$ cat src/design/lprt_pkg.sv
// Shared types, constants and helpers of the route table.
package lprt_pkg;

  localparam int unsigned DEFAULT_DEPTH = 32;
  localparam logic [5:0]  FULL_PREFIX   = 6'd32;

  typedef enum logic [1:0] {
    REQ_ADD    = 2'd0,
    REQ_REMOVE = 2'd1,
    REQ_LOOKUP = 2'd2,
    REQ_GET    = 2'd3
  } req_t;

  typedef struct packed {
    logic [31:0] dest;
    logic [5:0]  prefix;
    logic [31:0] gateway;
    logic [7:0]  port;
    logic [31:0] cost;
  } entry_t;

  // Network mask for a prefix length; lengths of 32 and up give all ones.
  function automatic logic [31:0] mask_of(input logic [5:0] plen);
    logic [31:0] m;
    if (plen >= FULL_PREFIX) begin
      m = 32'hFFFF_FFFF;
    end else begin
      m = ~(32'hFFFF_FFFF >> plen);
    end
    return m;
  endfunction

endpackage

$ cat src/design/lprt_store.sv
// Entry memory: one write port, one read port with registered read data.
module lprt_store #(
  parameter int unsigned DEPTH = lprt_pkg::DEFAULT_DEPTH,
  parameter int unsigned IW    = (DEPTH > 1) ? $clog2(DEPTH) : 1
) (
  input  logic            clk,
  input  logic            wr_en,
  input  logic [IW-1:0]   wr_addr,
  input  lprt_pkg::entry_t wr_data,
  input  logic [IW-1:0]   rd_addr,
  output lprt_pkg::entry_t rd_data
);

  lprt_pkg::entry_t mem [DEPTH];

  // Write and read the entry array.
  always_ff @(posedge clk) begin
    if (wr_en) begin
      mem[wr_addr] <= wr_data;
    end
    rd_data <= mem[rd_addr];
  end

endmodule

$ cat config.mk
export PLATFORM = sky130hd
export DESIGN_NAME = lprt_store
export DESIGN_NICKNAME = d
export VERILOG_FILES = /design/src/design/lprt_pkg.sv /design/src/design/lprt_store.sv
export SDC_FILE = /design/constraint.sdc
export NUM_CORES = 2
export LEC_CHECK = 0
export ABC_AREA = 1
export BUFFER_PORTS_ARGS = -buffer_cell sky130_fd_sc_hd__buf_2
export CAP_MARGIN = 20
export CELL_PAD_IN_SITES_DETAIL_PLACEMENT = 1
export CELL_PAD_IN_SITES_GLOBAL_PLACEMENT = 2
export CORE_ASPECT_RATIO = 0.7
export CORE_MARGIN = 2
export CORE_UTILIZATION = 31
export DETAILED_ROUTE_END_ITERATION = 7
export MAX_ROUTING_LAYER = met4
export PLACE_DENSITY_LB_ADDON = 0.1
export SETUP_SLACK_MARGIN = 0.2
export SYNTH_ARGS = -nofsm -noshare
export SYNTH_HDL_FRONTEND = slang
export SYNTH_SLANG_ARGS = --single-unit
$ cat constraint.sdc
create_clock -name clk -period 10.6 [get_ports clk]
set_input_delay 1.06 -clock clk [delete_from_list [all_inputs] [get_ports clk]]
set_output_delay 1.06 -clock clk [all_outputs]
set_load 0.01 [all_outputs]
==> summary.txt <==
Run status - complete, no violations
Total grt overflow - 0
Critical path's most frequent cell - nand2_1
Worst vdd ir - 119 uV
Post-Syn Area - 0.143 mm^2
DRT antenna net count - 0
Total wire length - 525 mm
Drt drc - 0
Post-CTS Setup Bufs - 0
Post-CTS resize count - 0
Critical path's slowest cell - buf_4
Setup CP Type - primary input to flop
Worst R2R End - rd_data[104]
Die footprint - 0.466 mm^2
Max stage delay on crit path - 0.89 ns
Pwr Total - 31,300 uW
#FFs+latches synth - 3,630
Worst slew pin tran - 1.13 ns
Worst Path Required - 11.51 ns
Total track usage - 0.227
Cts hold-fix bufs - 0
R2r worst-path depth - 8
Pwr Density - 193 mW/mm^2
Crit path arrival time - 5.14 ns
Worst Hold End - mem[27][18]
Number of global-route vias before repair - 96,400
Chip height - 572 um
Final setup fails - 0
Fin crit share - 0.399
CTS tree - yes
DR vias - 93,200
Pre-CTS WS - 5.56 ns
Count of input and output buffers - 231
Die X-Extent - 815 um
CTS H-tree lvls - 5
Net Sw Frac - 0.236
Syn_area_per_cell - 12.3 um^2
Worst Hold Class - primary input to flop
Worst-Skew Late Latency - 1.00 ns
Internal power - 23,900 uW
Area growth, synth to finish - 13.7%
Comb power frac - 0.058
DR pass1 iterations - 5
Leak - 0.0568 uW
Slew HR - 0.248
CTS Buffer Depth - 4
Worst Clk Skew - 0.0455 ns
Post-DP HPWL - 253 mm
IO Count - 232
Synth top area share - 0.740
Reg clk slew, reported paths - 0.06 ns
Initial Util - 0.311
# fillers - 48,500
Clock Sinks - 3,630
Synth unique cells - 14
Setup slack, reg-to-reg - 9.06 ns
Final Hold Fails - 0
Post-Syn Nets - 11,700
Final Net Count - 11,800
Max-cap violations - 0
RSZ-0062 raised after global routing - false
Max FO, Critical Path - 166
Critical Path, Cell by Cell - buf_12 -> buf_12 -> buf_4 -> buf_4 -> nand2_1 -> nand3_1 -> nand3_1 -> nand2_1 -> nand2_1 -> nand2_1 -> nand2_1 -> nand2_1
Reg power frac - 0.513
Number of buffers created by CTS - 387
FF+latch area - 0.108 mm^2
Area taken by multi-input logic gates - 0.0311 mm^2
First-pass GRT wire length - 739 mm
Vias/cell - 5.15
Synth area leader - edfxtp_1
Min-delay src - wr_data[18]
CP endpoint kind - flop
Layout cells sized above 1 - 0.0854
Crit Reg-Reg Startpoint - mem[1][104]
Final min period - 4.23 ns
Clk root buf - clkbuf_16
Initial antenna violation count - 76
Worst hold stages - 1
Cells after Synth - 11,600
Max Freq - 236 MHz
TNS Setup - 0 ns
Initial drt markers - 7,279
Core box area - 0.459 mm^2
# rows - 208
Final worst slack - 6.37 ns
Setup crit start kind - primary input
Clk network pwr share - 0.429
Largest net degree at the start of global routing - 207
Switching power - 7370 uW
Synth Warn # - 0
Seq/Total Area, Yosys - 0.756
Top cells by area, synth - edfxtp_1 74%, nand3_1 11%, nand2_1 11%
Routability congestion estimate - 0.721
Slew Viols, Final - 0
Drt wl/cell - 29.0 um
[power groups by stage]
stage,registers [uW],clock network (uW),logic [uW]
after floorplan,16300,0,982
after global placement,16400,0,1840
after detailed placement,16400,0,1870
after CTS,16100,13800,1870
after global routing,16100,14300,2030
final,16000,13400,1830
[registers in the layout, summed over array words and instances (netlist names)]
| register | cells |
|---|---|
| rd_data | 110 |
| mem | 3520 |
[worst max-delay path, delay by kind of cell]
| kind | cells | cell delay, ns |
|---|---|---|
| and+or+nand+nor | 8 | 0.78 |
| buffers and inverters | 4 | 2.65 |
[area by class of cell]
type	instances	share of cell area
Tap cell	6090	0.0469
Clock buffer	543	0.0664
Sequential cell	3630	0.665
Clock inverter	177	0.00893
Inverter	10	0.000516
Multi-Input combinational cell	7172	0.191
Timing Repair Buffer	447	0.0208
Antenna cell	30	0.000462
[synth_stat cells, drive strengths merged]
cell type / instances
nand2: 4026
edfxtp: 3520
nand3: 3114
buf: 642
clkbuf: 114
dfxtp: 110
nor2: 32
inv: 10
[worst max-delay path by stage]
stage | start | end | slack, ns | cells past startpoint
2_1_floorplan | wr_addr[0] | mem[0][0] | 4.08 | 3
3_3_place_gp | wr_addr[0] | mem[16][1] | 5.53 | 6
3_5_place_dp | rd_addr[0] | rd_data[99] | 5.56 | 10
4_1_cts | rd_addr[0] | rd_data[99] | 6.62 | 10
5_1_grt | rd_addr[0] | rd_data[108] | 6.28 | 12
6_report | rd_addr[0] | rd_data[108] | 6.37 | 12
[layout by cell type (no fill, tap or decap), drive strengths merged, types with 18 or more instances in the layout]
master / count
nand2: 4026
edfxtp: 3520
nand3: 3114
clkbuf: 543
buf: 447
clkinv: 144
dfxtp: 110
nor2: 32
diode: 30
bufinv: 18
inv: 18
[kinds of logic (layout without fill, tap and decap cells)]
kind of cell | Yosys count | count (layout) | synth area share
simple gates | 7172 | 7172 | 0.216
buf+inv | 766 | 1177 | 0.0282
other cells | 0 | 30 | 0
flops | 3630 | 3630 | 0.756
[metal layers]
layer	part of all wire	up-vias	track usage
met2	0.47	1901	0.366
met4	0.025	0	0.0518
li1	-	41300	-
met3	0.038	723	0.0254
met5	0	-	-
met1	0.46	49200	0.310
[per-stage QoR]
step | hold WS, ns | cell area [um^2] | util | std cells
after CTS | 0.465 | 162000 | 0.354 | 18100
after global placement | 0.680 | 150000 | 0.327 | 17300
after floorplan | 0.640 | 143000 | - | 11600
after global routing | 0.486 | 162000 | 0.354 | 18100
after detailed placement | 0.693 | 150000 | 0.327 | 17300
final | 0.569 | 162000 | 0.354 | 18100
Power figures use the tool's default switching activity.
